<file path="config.mk">
export PLATFORM = sky130hd
export DESIGN_NAME = annexb_nal_unit_splitter
export DESIGN_NICKNAME = d
export VERILOG_FILES = /design/src/hdl/nalspl_pkg.sv /design/src/hdl/annexb_nal_unit_splitter.sv /design/src/hdl/nalspl_front.sv /design/src/hdl/nalspl_cmd_fifo.sv /design/src/hdl/nalspl_back.sv
export SDC_FILE = /design/constraint.sdc
export NUM_CORES = 1
export LEC_CHECK = 0
export ABC_AREA = 1
export BUFFER_PORTS_ARGS = -buffer_cell sky130_fd_sc_hd__buf_2
export CAP_MARGIN = 20
export CORE_ASPECT_RATIO = 1.75
export CORE_MARGIN = 8
export CORE_UTILIZATION = 40
export CTS_CLUSTER_DIAMETER = 50
export DETAILED_ROUTE_END_ITERATION = 6
export PLACE_DENSITY = 0.56
export SLEW_MARGIN = 20
export SYNTH_ARGS = -nofsm -noshare
export SYNTH_HDL_FRONTEND = slang
export SYNTH_HIERARCHICAL = 1
export SYNTH_SLANG_ARGS = --single-unit
</file>
<file path="constraint.sdc">
create_clock -name clk_i -period 5.1 [get_ports clk_i]
set_input_delay 0.255 -clock clk_i [delete_from_list [all_inputs] [get_ports clk_i]]
set_output_delay 0.255 -clock clk_i [all_outputs]
set_load 0.05 [all_outputs]
</file>
<file path="src/hdl/nalspl_pkg.sv">
// Shared types, constants and helpers of the Annex B NAL unit splitter.
package nalspl_pkg;

  // Default widths of the length and sample counters
  localparam int unsigned LengthBitsDef = 24;
  localparam int unsigned CountBitsDef  = 32;

  // NAL header decoding
  localparam logic [4:0] TypeMask = 5'h1F;
  localparam logic [4:0] TypeSps  = 5'd7;
  localparam logic [4:0] TypePps  = 5'd8;
  localparam int unsigned SpsHead = 4;

  // Most zeros held back while looking for a start code
  localparam logic [1:0] MaxHeldZeros = 2'd3;

  // Command queue between front and back end
  localparam int unsigned CmdDepth    = 4;
  localparam int unsigned CmdPtrBits  = $clog2(CmdDepth);
  localparam int unsigned CmdCntBits  = $clog2(CmdDepth + 1);

  typedef enum logic {
    KIND_PAYLOAD = 1'b0,
    KIND_DESC    = 1'b1
  } kind_e;

  typedef enum logic [1:0] {
    ROUTE_VIDEO = 2'd0,
    ROUTE_SPS   = 2'd1,
    ROUTE_PPS   = 2'd2
  } route_e;

  // Input request: one byte of the Annex B stream
  typedef struct packed {
    logic [7:0] stream_byte;
    logic       buffer_end;
  } item_t;

  // Output request: one payload byte or one end-of-NAL descriptor
  typedef struct packed {
    kind_e       result_kind;
    logic [7:0]  payload_byte;
    logic [4:0]  unit_type;
    route_e      route;
    logic [23:0] unit_length;
    logic [31:0] samples_so_far;
    logic [7:0]  profile_byte;
    logic [7:0]  compat_byte;
    logic [7:0]  level_byte;
    logic        params_ready;
    logic        last_of_run;
  } result_t;

  // Work for the back end: zeros to release, an optional byte, an optional close
  typedef struct packed {
    logic [1:0] zeros;
    logic       emit;
    logic [7:0] data;
    logic       close;
  } cmd_t;

  function automatic route_e route_of(input logic [4:0] unit_type);
    route_e r;
    if (unit_type == TypeSps) begin
      r = ROUTE_SPS;
    end else if (unit_type == TypePps) begin
      r = ROUTE_PPS;
    end else begin
      r = ROUTE_VIDEO;
    end
    return r;
  endfunction

endpackage

</file>
<file path="src/hdl/annexb_nal_unit_splitter.sv">
// Top level of the Annex B NAL unit splitter.
// An input byte is accepted in every cycle in which the four-entry command queue between the
// front and back end has room, so bursts of stream bytes go in at one per cycle. The back end
// issues one result per cycle while its output register is empty or being popped: a byte gives
// between zero and five results (released zeros, the byte itself, a descriptor), and a start code
// that closes an empty NAL takes a step with no result. Sustained input rate is therefore one byte
// per result produced, which for ordinary NAL payload is one byte per cycle. Results leave through
// a single output register that is refilled in the cycle it is popped.
module annexb_nal_unit_splitter #(
  parameter int unsigned LENGTH_BITS = nalspl_pkg::LengthBitsDef,
  parameter int unsigned COUNT_BITS  = nalspl_pkg::CountBitsDef
) (
  input  logic                clk_i,
  input  logic                rst_ni,
  input  logic                push,
  input  nalspl_pkg::item_t   item_i,
  output logic                full,
  output logic                empty,
  input  logic                pop,
  output nalspl_pkg::result_t result_o
);
  import nalspl_pkg::*;

  cmd_t front_cmd, head_cmd;
  logic front_cmd_valid, head_valid, head_done, accept;

  assign accept = push && !full;

  nalspl_front u_front (
    .clk_i       (clk_i),
    .rst_ni      (rst_ni),
    .accept_i    (accept),
    .item_i      (item_i),
    .cmd_valid_o (front_cmd_valid),
    .cmd_o       (front_cmd)
  );

  nalspl_cmd_fifo u_cmd_fifo (
    .clk_i     (clk_i),
    .rst_ni    (rst_ni),
    .wr_i      (front_cmd_valid),
    .wr_data_i (front_cmd),
    .full_o    (full),
    .rd_i      (head_done),
    .valid_o   (head_valid),
    .rd_data_o (head_cmd)
  );

  nalspl_back #(
    .LENGTH_BITS (LENGTH_BITS),
    .COUNT_BITS  (COUNT_BITS)
  ) u_back (
    .clk_i       (clk_i),
    .rst_ni      (rst_ni),
    .cmd_valid_i (head_valid),
    .cmd_i       (head_cmd),
    .cmd_done_o  (head_done),
    .empty       (empty),
    .pop         (pop),
    .result_o    (result_o)
  );

endmodule

</file>
<file path="src/hdl/nalspl_front.sv">
// Front end: tracks held zeros and turns stream bytes into commands.
module nalspl_front (
  input  logic                clk_i,
  input  logic                rst_ni,
  input  logic                accept_i,
  input  nalspl_pkg::item_t   item_i,
  output logic                cmd_valid_o,
  output nalspl_pkg::cmd_t    cmd_o
);
  import nalspl_pkg::*;

  logic [1:0] held_q, held_d;
  cmd_t       cmd;

  // Classify the byte against the held zero run
  always_comb begin
    held_d     = held_q;
    cmd.zeros  = 2'd0;
    cmd.emit   = 1'b0;
    cmd.data   = item_i.stream_byte;
    cmd.close  = item_i.buffer_end;
    if (item_i.stream_byte == 8'h00) begin
      if (held_q < MaxHeldZeros) begin
        // hold the zero, or release the whole run at buffer end
        if (item_i.buffer_end) begin
          cmd.zeros = held_q + 2'd1;
          held_d    = 2'd0;
        end else begin
          held_d    = held_q + 2'd1;
        end
      end else begin
        // fourth zero: release the oldest into the NAL; all at buffer end
        cmd.emit = 1'b1;
        if (item_i.buffer_end) begin
          cmd.zeros = MaxHeldZeros;
          held_d    = 2'd0;
        end
      end
    end else if (item_i.stream_byte == 8'h01 && held_q >= 2'd2) begin
      // start code: drop the zeros and close the open NAL
      held_d    = 2'd0;
      cmd.close = 1'b1;
    end else begin
      // ordinary byte: release held zeros, then the byte itself
      cmd.zeros = held_q;
      cmd.emit  = 1'b1;
      held_d    = 2'd0;
    end
  end

  assign cmd_o       = cmd;
  assign cmd_valid_o = accept_i && (cmd.zeros != 2'd0 || cmd.emit || cmd.close);

  always_ff @(posedge clk_i or negedge rst_ni) begin
    if (!rst_ni) begin
      held_q <= 2'd0;
    end else if (accept_i) begin
      held_q <= held_d;
    end
  end

endmodule

</file>
<file path="src/hdl/nalspl_cmd_fifo.sv">
// Short command queue that decouples the front end from the back end.
module nalspl_cmd_fifo (
  input  logic               clk_i,
  input  logic               rst_ni,
  input  logic               wr_i,
  input  nalspl_pkg::cmd_t   wr_data_i,
  output logic               full_o,
  input  logic               rd_i,
  output logic               valid_o,
  output nalspl_pkg::cmd_t   rd_data_o
);
  import nalspl_pkg::*;

  cmd_t                  slot_q [CmdDepth];
  logic [CmdPtrBits-1:0] wr_ptr_q, rd_ptr_q;
  logic [CmdCntBits-1:0] count_q;
  logic                  do_wr, do_rd;

  assign full_o    = (count_q == CmdCntBits'(CmdDepth));
  assign valid_o   = (count_q != '0);
  assign rd_data_o = slot_q[rd_ptr_q];
  assign do_wr     = wr_i && !full_o;
  assign do_rd     = rd_i && valid_o;

  // Advance pointers and occupancy
  always_ff @(posedge clk_i or negedge rst_ni) begin
    if (!rst_ni) begin
      wr_ptr_q <= '0;
      rd_ptr_q <= '0;
      count_q  <= '0;
    end else begin
      if (do_wr) begin
        wr_ptr_q <= (wr_ptr_q == CmdPtrBits'(CmdDepth - 1)) ? '0 : wr_ptr_q + 1'b1;
      end
      if (do_rd) begin
        rd_ptr_q <= (rd_ptr_q == CmdPtrBits'(CmdDepth - 1)) ? '0 : rd_ptr_q + 1'b1;
      end
      if (do_wr && !do_rd) begin
        count_q <= count_q + 1'b1;
      end else if (!do_wr && do_rd) begin
        count_q <= count_q - 1'b1;
      end
    end
  end

  // Store the command
  always_ff @(posedge clk_i) begin
    if (do_wr) begin
      slot_q[wr_ptr_q] <= wr_data_i;
    end
  end

endmodule

</file>
<file path="src/hdl/nalspl_back.sv">
// Back end: runs commands a step a cycle unless stalled; NAL state, results.
module nalspl_back #(
  parameter int unsigned LENGTH_BITS = nalspl_pkg::LengthBitsDef,
  parameter int unsigned COUNT_BITS  = nalspl_pkg::CountBitsDef
) (
  input  logic                clk_i,
  input  logic                rst_ni,
  input  logic                cmd_valid_i,
  input  nalspl_pkg::cmd_t    cmd_i,
  output logic                cmd_done_o,
  output logic                empty,
  input  logic                pop,
  output nalspl_pkg::result_t result_o
);
  import nalspl_pkg::*;

  logic [2:0]             step_q, step_d;
  logic [LENGTH_BITS-1:0] len_q, len_d;
  logic [4:0]             type_q, type_d;
  logic [COUNT_BITS-1:0]  cnt_q, cnt_d;
  logic [23:0]            pend_q, pend_d;
  logic [23:0]            commit_q, commit_d;
  logic                   sps_q, sps_d;
  logic                   pps_q, pps_d;
  logic                   out_valid_q, out_valid_d;
  result_t                out_q, out_d;

  logic       do_step;
  logic       act_zero, act_byte, act_close, final_step;
  logic [2:0] zeros_w;
  logic [7:0] b_act;
  logic [31:0] len_wide;

  assign zeros_w   = {1'b0, cmd_i.zeros};
  assign act_zero  = step_q < zeros_w;
  assign act_byte  = !act_zero && cmd_i.emit && (step_q == zeros_w);
  assign act_close = !act_zero && !act_byte;
  assign b_act     = act_zero ? 8'h00 : cmd_i.data;
  assign len_wide  = 32'(len_q);

  // Last step of the command: it pops the queue and marks the run end
  assign final_step = act_close
                   || (act_byte && !cmd_i.close)
                   || (act_zero && (step_q == zeros_w - 3'd1) && !cmd_i.emit && !cmd_i.close);

  assign do_step    = cmd_valid_i && (!out_valid_q || pop);
  assign cmd_done_o = do_step && final_step;

  // Execute one step of the head command
  always_comb begin
    step_d      = step_q;
    len_d       = len_q;
    type_d      = type_q;
    cnt_d       = cnt_q;
    pend_d      = pend_q;
    commit_d    = commit_q;
    sps_d       = sps_q;
    pps_d       = pps_q;
    out_valid_d = out_valid_q && !pop;
    out_d       = out_q;

    if (do_step) begin
      step_d = final_step ? 3'd0 : step_q + 3'd1;
      if (!act_close) begin
        // payload byte: open the NAL on its first byte, capture SPS head
        if (len_q == '0) begin
          type_d = b_act[4:0] & TypeMask;
          pend_d = '0;
        end
        if (type_d == TypeSps) begin
          if (len_q == LENGTH_BITS'(1)) begin
            pend_d[23:16] = b_act;
          end else if (len_q == LENGTH_BITS'(2)) begin
            pend_d[15:8] = b_act;
          end else if (len_q == LENGTH_BITS'(3)) begin
            pend_d[7:0] = b_act;
          end
        end
        if (!(&len_q)) begin
          len_d = len_q + 1'b1;
        end
        out_valid_d          = 1'b1;
        out_d.result_kind    = KIND_PAYLOAD;
        out_d.payload_byte   = b_act;
        out_d.unit_type      = type_d;
        out_d.route          = route_of(type_d);
        out_d.unit_length    = '0;
        out_d.samples_so_far = 32'(cnt_q);
        out_d.profile_byte   = commit_q[23:16];
        out_d.compat_byte    = commit_q[15:8];
        out_d.level_byte     = commit_q[7:0];
        out_d.params_ready   = sps_q && pps_q;
        out_d.last_of_run    = final_step;
      end else if (len_q != '0) begin
        // close a non-empty NAL and emit its descriptor
        if (type_q == TypeSps) begin
          sps_d    = 1'b1;
          commit_d = (len_q >= LENGTH_BITS'(SpsHead)) ? pend_q : '0;
        end else if (type_q == TypePps) begin
          pps_d = 1'b1;
        end else if (!(&cnt_q)) begin
          cnt_d = cnt_q + 1'b1;
        end
        out_valid_d          = 1'b1;
        out_d.result_kind    = KIND_DESC;
        out_d.payload_byte   = 8'h00;
        out_d.unit_type      = type_q;
        out_d.route          = route_of(type_q);
        out_d.unit_length    = len_wide[23:0];
        out_d.samples_so_far = 32'(cnt_d);
        out_d.profile_byte   = commit_d[23:16];
        out_d.compat_byte    = commit_d[15:8];
        out_d.level_byte     = commit_d[7:0];
        out_d.params_ready   = sps_d && pps_d;
        out_d.last_of_run    = 1'b1;
        len_d                = '0;
        type_d               = '0;
        pend_d               = '0;
      end
    end
  end

  always_ff @(posedge clk_i or negedge rst_ni) begin
    if (!rst_ni) begin
      step_q      <= '0;
      len_q       <= '0;
      type_q      <= '0;
      cnt_q       <= '0;
      pend_q      <= '0;
      commit_q    <= '0;
      sps_q       <= 1'b0;
      pps_q       <= 1'b0;
      out_valid_q <= 1'b0;
    end else begin
      step_q      <= step_d;
      len_q       <= len_d;
      type_q      <= type_d;
      cnt_q       <= cnt_d;
      pend_q      <= pend_d;
      commit_q    <= commit_d;
      sps_q       <= sps_d;
      pps_q       <= pps_d;
      out_valid_q <= out_valid_d;
    end
  end

  // Hold the result until it is popped
  always_ff @(posedge clk_i) begin
    out_q <= out_d;
  end

  assign empty    = !out_valid_q;
  assign result_o = out_q;

endmodule

</file>
[Word level (Yosys, flattened, before mapping)]
Memories as Yosys holds them, arrays and structs flattened.
Index checks and enable logic that the tools add are counted.
Cells by class
  add/subtract/negate cells: 9
  multipliers: 0
  div/mod/pow operators: 0
  magnitude comparators: 4
  eq/ne operators: 16
  shifts and indexed selects: 0
  muxes and demuxes: 59
  bitwise logic cells: 0
  reductions and logical operators: 45
Operators by type and width (count)
  two-way mux 24 bit: 8
  two-way mux 98 bit: 1
  two-way mux 97 bit: 1
  two-way mux 32 bit: 3
  == test 24 x 2 -> 1 bit, second input constant: 2
  two-way mux 8 bit: 5
  adder 32 x 1 -> 32 bit, second input constant: 1
  AND reduction 32 bit: 1
  two-way mux 2 bit: 13
  two-way mux 5 bit: 5
  adder 24 x 1 -> 24 bit, second input constant: 1
  == test 24 x 1 -> 1 bit, second input constant: 1
  >= comparator 24 x 3 -> 1 bit, second input constant: 1
  logical NOT 24 bit: 1
  AND reduction 24 bit: 1
  nonzero test 24 bit: 1
  logical AND 1 bit: 19
  two-way mux 1 bit: 17
  two-way mux 16 bit: 1
  two-way mux 3 bit: 5
  == test 5 x 3 -> 1 bit, second input constant: 2
  == test 5 x 4 -> 1 bit, second input constant: 2
  logical NOT 1 bit: 9
  == test 8 x 1 -> 1 bit, second input constant: 1
  other kinds (20): 31
Word-level totals
  register bits after elaboration: 222
  bits in latches: 0
  memory bits (writable): 48
  memory bits (read-only): 0
  output and inout bits: 100
  memories: 1
Memory list
  u_cmd_fifo.slot_q: words 4, width 12, rd ports 1, clocked after memory_dff 0, write ports 1, RTL line nalspl_cmd_fifo.sv:14  | cmd_t slot_q [CmdDepth];

[Logic depth before layout (Yosys ltp)]
Gate-level depths: netlist of the first run.
An unclocked memory read counts as a cell.
  depth in word-level cells: 14
  gate-level depth with buffers: 22
  mapped depth without buffers: 21

[By module]
The synthesis of the first run kept the hierarchy.
Modules (own cells, without submodules)
  nalspl_back: times used 1, cells an instance 1268, area each 10831.6 um2, sequential area each 5820.6 um2
  nalspl_cmd_fifo: times used 1, cells an instance 200, area each 2399.8 um2, sequential area each 1616.6 um2
  nalspl_front: times used 1, cells an instance 50, area each 334.1 um2, sequential area each 50.0 um2
  annexb_nal_unit_splitter: times used 1, cells an instance 2, area each 10.0 um2, sequential area each 0.0 um2

[Worst setup path after synthesis of the first run]
No wires, ideal clock.
  path type: reg2reg
  start: reg u_cmd_fifo.rd_ptr_q[0]
  end: reg u_back.len_q[9]
  library setup time: 0.128 ns
  arrival: 4.199 ns
  data required time: 4.972 ns
  setup slack: 0.773 ns
  cell stages (with the launch flop): 17
  buffers on the path: 3
  clock period less this slack: 4.327 ns
  cells stage by stage: dfrtp_1 > buf_6 > buf_6 > nand2_1 > o211ai_1 > nand2_1 > inv_1 > ha_1 > nand2_1 > nand2_1 > nand2_1 > inv_2 > o21ai_4 > nand2_1 > inv_2 > buf_2 > o21ai_0
RTL lines
  start: declaration: RTL line nalspl_cmd_fifo.sv:15  | logic [CmdPtrBits-1:0] wr_ptr_q, rd_ptr_q;
  start signal: assignment: RTL line nalspl_cmd_fifo.sv:36  | rd_ptr_q <= (rd_ptr_q == CmdPtrBits'(CmdDepth - 1)) ? '0 : rd_ptr_q + 1'b1;
  end signal: assignment: RTL line nalspl_back.sv:136  | len_q <= len_d;
  end: declaration: RTL line nalspl_back.sv:18  | logic [LENGTH_BITS-1:0] len_q, len_d;

==> summary.txt, run 1 <==
Run status
  • Status: completed

Pwr
  • P per Cell Area: 652 nW/µm²
  • Worst vdd ir: 0.430 mV
  • Leak: 6.73 nW

Placement
  • Port Buffer Count: 112
  • Worst slack at placement: 1360 ps
  • DP HPWL: 25000 µm
  • Placed insts: 2029
  • Post-DP Area: 14400 µm²
  • Final GP Congestion: 0.964

STA
  • Pins Over Slew Limit: 0
  • Worst Max-Slew Pin Slew: 962 ps
  • Fmax: 272 MHz
  • Minimum clock period: 3680 ps
  • Final Hold Violating Endpoints: 0
  • Setup tns final: 0 ps
  • Final setup fails: 0
  • RSZ-0062 raised after global routing: no
  • Final period util: 72.2%
  • Skew final: 15.4 ps
  • Final setup margin: 1420 ps
  • Relative slew slack: 35.8%
  • Min Hold Slack: 57.2 ps

Synthesis
  • Post-synth top area share: 32.3%
  • Unique masters post-synth: 42
  • Yosys warns: 6
  • Ys flop type: edfxtp_1
  • Synth Net Count: 1551
  • Synthesized cell area: 13600 µm²
  • Mean post-synth cell area: 8.93 µm²
  • Post-synth EDFFs: 146
  • Yosys top cell by area: edfxtp_1
  • Seq cells post-synth: 270
  • Top cells by area, synth: edfxtp_1 (32%), dfrtp_1 (23%), nand2_1 (11%), nand3_1 (5.1%), inv_1 (4.3%)
  • Sequential share of the synthesized area: 55.2%
  • Count leader, synth: nand2_1
  • Ys async rst share: 45.9%
  • Top cells by count, synth: nand2_1 (413), inv_1 (156), edfxtp_1 (146), nand3_1 (139), dfrtp_1 (124)
  • Syn Inst Count: 1520

Clocking
  • Post-CTS Setup Bufs: 0
  • Resized cells post-CTS: 0
  • Htree depth: 1
  • CTS tree: yes
  • CTS Root Cell: clkbuf_16
  • Clk slew on worst S/H paths: 70 ps
  • Skew-Pair Late Insertion Delay: 560 ps
  • Sinks on the clock net: 270
  • TritonCTS Buffers: 28
  • CTS Buffer Depth: 3
  • Hold-fix buffers at CTS: 10

Finish
  • Finished layout cell area: 15500 µm²
  • Area growth, synth to finish: 13.9%
  • Share of layout cells above drive strength 1: 13.5%
  • Final #Nets: 1645
  • Antenna diode count: 0
  • Number of fill cells: 3343
  • Final Non-Filler Cells: 2090

Floorplanning
  • Die W: 155 µm
  • Die span in y: 260 µm
  • Initial core utilization: 40.4%
  • DIE AREA: 40300 µm²
  • Core ar.: 33600 µm²
  • Ports: 113
  • # rows: 89

Worst setup path
  • Setup crit start kind: flop
  • WP data required: 5280 ps
  • R2R setup slack: 1420 ps
  • R2r endpoint: u_back/result_o[44]$_DFFE_PP_
  • CP Class: reg2reg
  • R2r worst-path depth: 10
  • Worst EP arrival: 3860 ps
  • RR Startpoint: u_cmd_fifo/rd_ptr_q[0]$_DFFE_PN0P_
  • Critical Path Sink Type: flop
  • Worst-path fanout max: 62

Route
  • Final wirelength: 35100 µm
  • Highest Signal Layer: met4
  • Post-route ant nets: 0
  • Drt drc: 0
  • Avg WL per Cell: 16.8 µm
  • Iter 0 DRT Violations: 583
  • Via/cell ratio: 5.12
  • Metal-1 WL: 13200 µm
  • Total iterations of the first detailed-routing run: 5
  • Metal3 WL: 1450 µm
  • Via count: 10699
  • Met2 Wirelength: 19100 µm

Global route
  • Gr usage total: 17.5%
  • Largest net degree at the start of global routing: 75
  • Vias in the first global route: 10846
  • First-pass GRT wire length: 56700 µm
  • Initial antenna violation count: 0
  • GR Overflow Total: 0

Worst hold path
  • Type of the tightest min-delay check: in2async

Run
  • Maxcap violations: 0
[metal layers]
metal,GRT usage (%),vias to the layer above
met2,33.4,240
met3,2.44,68
met4,7.55,0
met5,0,-
met1,18.8,5126
li1,-,5265
[cell usage in the layout (no fill, tap or decap), drive strengths merged]
master / instances
a21boi: 3
a21oi: 5
a22oi: 1
a32o: 1
and2: 1
buf: 125
bufinv: 3
clkbuf: 32
clkinv: 11
clkinvlp: 1
dfrtp: 124
dlygate4sd3: 10
edfxtp: 146
fa: 1
ha: 17
inv: 169
nand2: 421
nand3: 145
nand3b: 1
nand4: 48
nor2: 136
nor3: 26
nor4: 4
o2111ai: 1
o211ai: 25
o21ai: 84
o21bai: 6
o22ai: 48
or2: 4
xnor2: 4
xor2: 32
[power breakdown]
part | total, mW | switching, mW | internal (mW)
sequential | 3.34 | 0.239 | 3.10
combinational | 4.65 | 3.78 | 0.871
clock | 2.08 | 0.892 | 1.19
total | 10.1 | 4.91 | 5.17
[cell families after synthesis]
kind of cell / after synthesis / synth area share, %
xor gates and xnor gates: 36 / 2.32
AOI/OAI and AO/OA: 174 / 7.68
DFF: 270 / 55.2
buffers and inverters: 236 / 7.55
adders and majority gates: 18 / 1.71
and+or+nand+nor: 786 / 25.6
[layout make-up]
| type | count | area, µm² | area share [%] |
|---|---|---|---|
| tap | 455 | 569 | 3.68 |
| sequential | 270 | 7490 | 48.4 |
| multi-input combinational | 1014 | 5080 | 32.9 |
| clock inverter | 19 | 209 | 1.35 |
| inverter | 165 | 619 | 4.01 |
| timing repair buffer | 135 | 764 | 4.95 |
| clock buffer | 32 | 726 | 4.70 |
[critical path: stages (launching register included)]
cell	delay [ps]
dfrtp_1	590
buf_4	400
nand2_1	90
o211ai_1	90
nand2_1	100
ha_1	320
nand4_2	270
nand2_4	250
inv_2	230
o21ai_4	240
buf_4	620
[per-stage QoR]
| stage | total power, mW | util [%] |
|---|---|---|
| after floorplan | 6.94 | - |
| after global placement | 8.03 | 42.8 |
| after detailed placement | 8.10 | 42.9 |
| after CTS | 10.2 | 45.9 |
| after global routing | 10.7 | 46.0 |
| final | 10.1 | 46.0 |
[flip-flops by register name, summed over array words and instances, names as in the netlist]
register	flops
u_back/pps_q	1
u_cmd_fifo/rd_ptr_q	2
u_back/step_q	3
u_back/cnt_q	32
u_front/held_q	2
u_back/result_o	98
u_back/sps_q	1
u_back/len_q	24
u_back/pend_q	24
u_cmd_fifo/slot_q	48
u_cmd_fifo/count_q	3
u_back/out_valid_q	1
u_back/commit_q	24
u_cmd_fifo/wr_ptr_q	2
u_back/type_q	5
[worst max path at each step]
stage                                            start                       endpoint
finish              u_cmd_fifo/rd_ptr_q[0]$_DFFE_PN0P_  u_back/result_o[44]$_DFFE_PP_
global route        u_cmd_fifo/rd_ptr_q[0]$_DFFE_PN0P_  u_back/result_o[55]$_DFFE_PP_
CTS                 u_cmd_fifo/rd_ptr_q[0]$_DFFE_PN0P_  u_back/result_o[55]$_DFFE_PP_
detailed placement  u_cmd_fifo/rd_ptr_q[0]$_DFFE_PN0P_  u_back/result_o[20]$_DFFE_PP_
global placement    u_cmd_fifo/rd_ptr_q[0]$_DFFE_PN0P_  u_back/result_o[21]$_DFFE_PP_
floorplan           u_cmd_fifo/rd_ptr_q[0]$_DFFE_PN0P_    u_back/len_q[9]$_DFFE_PN0P_
Note: power is estimated with default switching activity, not from simulation.
==> run 2, diff against run 1 <==
- clock period: 5.1 -> 3.55 ns (I/O delays scaled with it)
==> run 2 against run 1 <==
Sequential share of layout area shrank 0.67 points. Critical endpoint is now u_cmd_fifo/count_q[1]$_DFFE_PN0P_. Clock power is 43% higher. Final cell count rose by 0.96%. Critical path type unchanged. Largest cell class unchanged. Combinational power up 52%. Core utilization increased by 0.64 points.
==> summary.txt, run 2 (synthesis results as in run 1) <==
Run status
  • Status: completed

Worst setup path
  • Crit-path max cell delay: 640 ps
  • WP data required: 3980 ps
  • CP cell instances: nand2_1 > o211ai_1 > nand2_1 > inv_1 > ha_1 > a22oi_1 > o21ai_0 > o21ai_0 > nand2_1 > a21oi_1 > nand2_1 > ha_1 > inv_1 > fa_1 > nand2_1 > o21ai_0
  • CP Class: reg2reg
  • Buf+Inv Stages, Crit Path: 2
  • Slowest cell on crit path: dfrtp_1
  • Crit path top cell by count: nand2_1
  • Crit path max-delay family: adder cells
  • Worst EP arrival: 3560 ps
  • Critical Path Sink Type: flop
  • Setup crit start kind: flop
  • Worst-path fanout max: 15
  • R2R setup slack: 420 ps

Pwr
  • Comb pwr share: 47.7%
  • Clock power share: 20.1%
  • P per Cell Area: 946 nW/µm²
  • Worst vdd ir: 0.745 mV
  • Final Power: 14.8 mW
  • Switching part of the total power: 48.5%
  • Pint: 7.64 mW
  • NetSw: 7.19 mW
  • Sequential Power Share: 32.2%
  • Leak: 6.82 nW

Global route
  • First-pass GRT wire length: 55900 µm
  • Vias in the first global route: 10760
  • Gr usage total: 17.2%
  • Largest net degree at the start of global routing: 72
  • GR Overflow Total: 0
  • Initial antenna violation count: 0

Clocking
  • Htree depth: 1
  • CTS tree: yes
  • Clk slew on worst S/H paths: 60 ps
  • CTS Buffer Depth: 3
  • CTS Root Cell: clkbuf_16
  • Post-CTS Setup Bufs: 0
  • Skew-Pair Late Insertion Delay: 560 ps
  • Sinks on the clock net: 270
  • Resized cells post-CTS: 0
  • TritonCTS Buffers: 28
  • Hold-fix buffers at CTS: 13

STA
  • Fmax: 319 MHz
  • Minimum clock period: 3130 ps
  • RSZ-0062 raised after global routing: no
  • Final setup fails: 0
  • Final Hold Violating Endpoints: 0
  • Setup tns final: 0 ps
  • Skew final: 21.2 ps
  • Relative slew slack: 33.0%
  • Pins Over Slew Limit: 0
  • Final period util: 88.2%
  • Final setup margin: 418 ps
  • Worst Max-Slew Pin Slew: 998 ps

Floorplanning
  • Initial core utilization: 40.4%
  • Ports: 113
  • # rows: 89
  • Die span in y: 260 µm
  • DIE AREA: 40300 µm²
  • Core ar.: 33600 µm²
  • Die W: 155 µm

Route
  • Highest Signal Layer: met4
  • Avg WL per Cell: 16.4 µm
  • Via count: 10651
  • Via/cell ratio: 5.05
  • Post-route ant nets: 0
  • Metal-1 WL: 13200 µm
  • Iter 0 DRT Violations: 479
  • Met2 Wirelength: 18500 µm
  • Total iterations of the first detailed-routing run: 5
  • Metal3 WL: 1510 µm
  • Final wirelength: 34700 µm
  • Drt drc: 0

Finish
  • Final Non-Filler Cells: 2110
  • Utilization after layout: 46.6%
  • Final #Nets: 1664
  • Number of flip-flops in the largest register: 98
  • Share of layout cells above drive strength 1: 14.6%
  • Commonest cells after routing, fill and taps aside: nand2_1 (410), inv_1 (155), edfxtp_1 (146)
  • Antenna diode count: 0
  • Area growth, synth to finish: 15.4%
  • Most common cell after layout, fill and taps aside: nand2_1

Placement
  • Port Buffer Count: 112
  • DP HPWL: 24700 µm
  • Placed insts: 2045
  • Worst slack at placement: 410 ps
  • Final GP Congestion: 0.902

Run
  • Maxcap violations: 0

Worst hold path
  • Type of the tightest min-delay check: in2async
## run 2: cell types whose count changed in the layout (fill, tap and decap cells not counted), sizes merged
cell         previous run  this run
buf                   125       141
bufinv                  3         2
clkinv                 11        12
clkinvlp                1         3
dlygate4sd3            10        13
inv                   169       168
## run 2: worst paths after layout
check,start,endpoint,depth (start not counted)
max,u_cmd_fifo/rd_ptr_q[0]$_DFFE_PN0P_,u_cmd_fifo/count_q[1]$_DFFE_PN0P_,16
min,rst_ni,u_back/cnt_q[3]$_DFFE_PN0P_,2
max reg2reg,u_cmd_fifo/rd_ptr_q[0]$_DFFE_PN0P_,u_cmd_fifo/count_q[1]$_DFFE_PN0P_,16
min reg2reg,u_back/sps_q$_DFFE_PN0P_,u_back/sps_q$_DFFE_PN0P_,2
max in group asynchronous,rst_ni,u_back/pend_q[15]$_DFFE_PN0P_,3
min in group clk_i,item_i[6],u_cmd_fifo/slot_q[2][6]$_DFFE_PP_,2
## run 2: final cells by class
cell class                 instances  area [µm²]
clock buffer                      32         747
clock inverter                    20         198
fill                            3343       18000
inverter                         165         624
multi-input combinational       1014        5110
sequential                       270        7490
tap                              455         569
timing repair buffer             154         936
## run 2: metrics by stage
stage / hold WS, ps / instance area [µm²]
6_report: 311 / 15700
3_5_place_dp: 369 / 14600
5_1_grt: 385 / 15700
4_1_cts: 351 / 15700
2_1_floorplan: -118 / 13600
3_3_place_gp: 378 / 14600
## run 2: per-layer routing
layer	vias to the layer above	track usage, %
met5	-	0
met4	0	7.93
met3	76	2.44
met2	221	32.7
met1	5046	18.3
li1	5308	-
## run 2: power groups by stage
stage	clock network [mW]	logic, mW	registers, mW
6_report	2.98	7.08	4.77
5_1_grt	3.19	7.69	4.85
4_1_cts	3.07	7.20	4.78
3_5_place_dp	0	7.17	4.84
3_3_place_gp	0	7.11	4.83
2_1_floorplan	0	3.88	6.28
==> run 3, diff against run 2 <==
- CORE_ASPECT_RATIO: 1.75 -> not set
- CORE_MARGIN: 8 -> not set
==> run 3 against run 2 <==
Register-to-register slack better by 90 ps. Clock-buffer cell count grew 11. Final cell count is essentially flat. Sequential share of layout area down 0.52 points.
==> summary.txt, run 3 (synthesis results as in run 1) <==
Worst setup path
  • CP Class: reg2reg
  • WP data required: 3930 ps
  • Worst-path fanout max: 13
  • Worst EP arrival: 3430 ps
  • Critical Path Sink Type: flop
  • Setup crit start kind: flop

Pwr
  • Final Power: 15.2 mW
  • Worst vdd ir: 0.945 mV
  • Leak: 6.90 nW
  • P per Cell Area: 960 nW/µm²

Clocking
  • CTS Buffer Depth: 3
  • Htree depth: 2
  • CTS Root Cell: clkbuf_16
  • Clk slew on worst S/H paths: 60 ps
  • CTS tree: yes
  • TritonCTS Buffers: 35
  • Skew-Pair Late Insertion Delay: 510 ps
  • Sinks on the clock net: 270

Worst hold path
  • Type of the tightest min-delay check: in2reg

Finish
  • Final #Nets: 1665
  • Area growth, synth to finish: 16.7%
  • Share of layout cells above drive strength 1: 15.1%
  • Commonest cells after routing, fill and taps aside: nand2_1 (410), inv_1 (155), edfxtp_1 (146)
  • Register area: 7490 µm²
  • Utilization after layout: 47.4%
  • Multi-input gate area: 5110 µm²
  • Most common cell after layout, fill and taps aside: nand2_1
  • Number of flip-flops in the largest register: 98
  • Number of fill cells: 3171
  • Antenna diode count: 0

STA
  • Final setup fails: 0
  • Minimum clock period: 3040 ps
  • Skew final: 14.0 ps
  • Worst Max-Slew Pin Slew: 966 ps
  • Final Hold Violating Endpoints: 0
  • Relative slew slack: 35.1%
  • Final period util: 85.8%
  • RSZ-0062 raised after global routing: no
  • Fmax: 328 MHz
  • Pins Over Slew Limit: 0

Run status
  • Status: completed

Global route
  • GR Overflow Total: 0
  • Gr usage total: 19.2%
  • Vias in the first global route: 10144
  • Largest net degree at the start of global routing: 89
  • First-pass GRT wire length: 52700 µm
  • Initial antenna violation count: 0

Floorplanning
  • Core ar.: 33400 µm²
  • Die span in y: 186 µm
  • Die W: 186 µm
  • Ports: 113
  • # rows: 67
  • Initial core utilization: 40.6%
  • DIE AREA: 34700 µm²

Run
  • Maxcap violations: 0

Route
  • Via count: 10670
  • Via/cell ratio: 5.06
  • Total iterations of the first detailed-routing run: 5
  • Post-route ant nets: 0
  • Final wirelength: 32400 µm
  • Iter 0 DRT Violations: 854
  • Drt drc: 0
  • Avg WL per Cell: 15.4 µm

Placement
  • Final GP Congestion: 0.889
  • DP HPWL: 21700 µm
  • Port Buffer Count: 112
-- run 3: area by class of cell --
| type | instances | share of cell area, % |
|---|---|---|
| clock inverter | 20 | 1.18 |
| tap | 448 | 3.54 |
| inverter | 165 | 3.94 |
| timing repair buffer | 148 | 5.65 |
| multi-input combinational | 1014 | 32.3 |
| sequential | 270 | 47.3 |
| clock buffer | 43 | 6.18 |
-- run 3: path summary, 6_finish.rpt --
path	endpoint	cells past startpoint	slack [ps]	startpoint
max reg2reg	u_cmd_fifo/count_q[1]$_DFFE_PN0P_	16	510	u_cmd_fifo/rd_ptr_q[0]$_DFFE_PN0P_
min reg2reg	u_back/sps_q$_DFFE_PN0P_	2	460	u_back/sps_q$_DFFE_PN0P_
max in group asynchronous	u_back/cnt_q[4]$_DFFE_PN0P_	3	2500	rst_ni
min in group asynchronous	u_back/len_q[13]$_DFFE_PN0P_	2	240	rst_ni
min	u_front/held_q[1]$_DFFE_PN0P_	3	40	item_i[0]
max	u_cmd_fifo/count_q[1]$_DFFE_PN0P_	16	510	u_cmd_fifo/rd_ptr_q[0]$_DFFE_PN0P_
-- run 3: per-stage QoR --
stage | TNS (ps) | area [µm²] | cells | hold slack [ps] | setup WS, ps
floorplan | -30190 | 13600 | 1520 | -118 | -611
global placement | 0 | 14600 | 2035 | 231 | 550
detailed placement | 0 | 14600 | 2035 | 224 | 506
CTS | 0 | 15800 | 2108 | 13.2 | 498
global route | 0 | 15800 | 2108 | 59.3 | 219
finish | 0 | 15800 | 2108 | 39.0 | 506
-- run 3: report_power, final --
group / switching (mW) / leakage, nW / total, mW / internal (mW)
sequential: 0.334 / 2.94 / 4.79 / 4.45
combinational: 5.46 / 3.41 / 6.91 / 1.46
clock: 1.38 / 0.554 / 3.50 / 2.13
total: 7.17 / 6.90 / 15.2 / 8.03
-- run 3: repair_timing --
item / 4_1_cts / 5_1_grt
resized for setup: 0 / 0
hold buffers: 10 / 0
endpoints found under the hold margin: 70 / 0
setup buffers: 0 / 0
-- run 3: critical path, cell delays in order, from the launching register on --
cell and delay (ps):
dfrtp_1 520, nand2_1 130, o211ai_1 90, nand2_1 140
inv_1 60, ha_1 300, a22oi_1 160, o21ai_0 100
o21ai_0 140, nand2_1 130, a21oi_1 190, nand2_1 120
ha_1 210, inv_1 90, fa_1 410, nand2_1 70
o21ai_0 70
-- run 3: per-layer routing --
metal	global-route usage [%]	vias to the layer above	wire length (µm)
li1	-	5310	-
met1	26.2	5031	14900
met2	30.8	274	15000
met3	2.82	55	1610
met4	7.05	0	881
met5	0	-	0
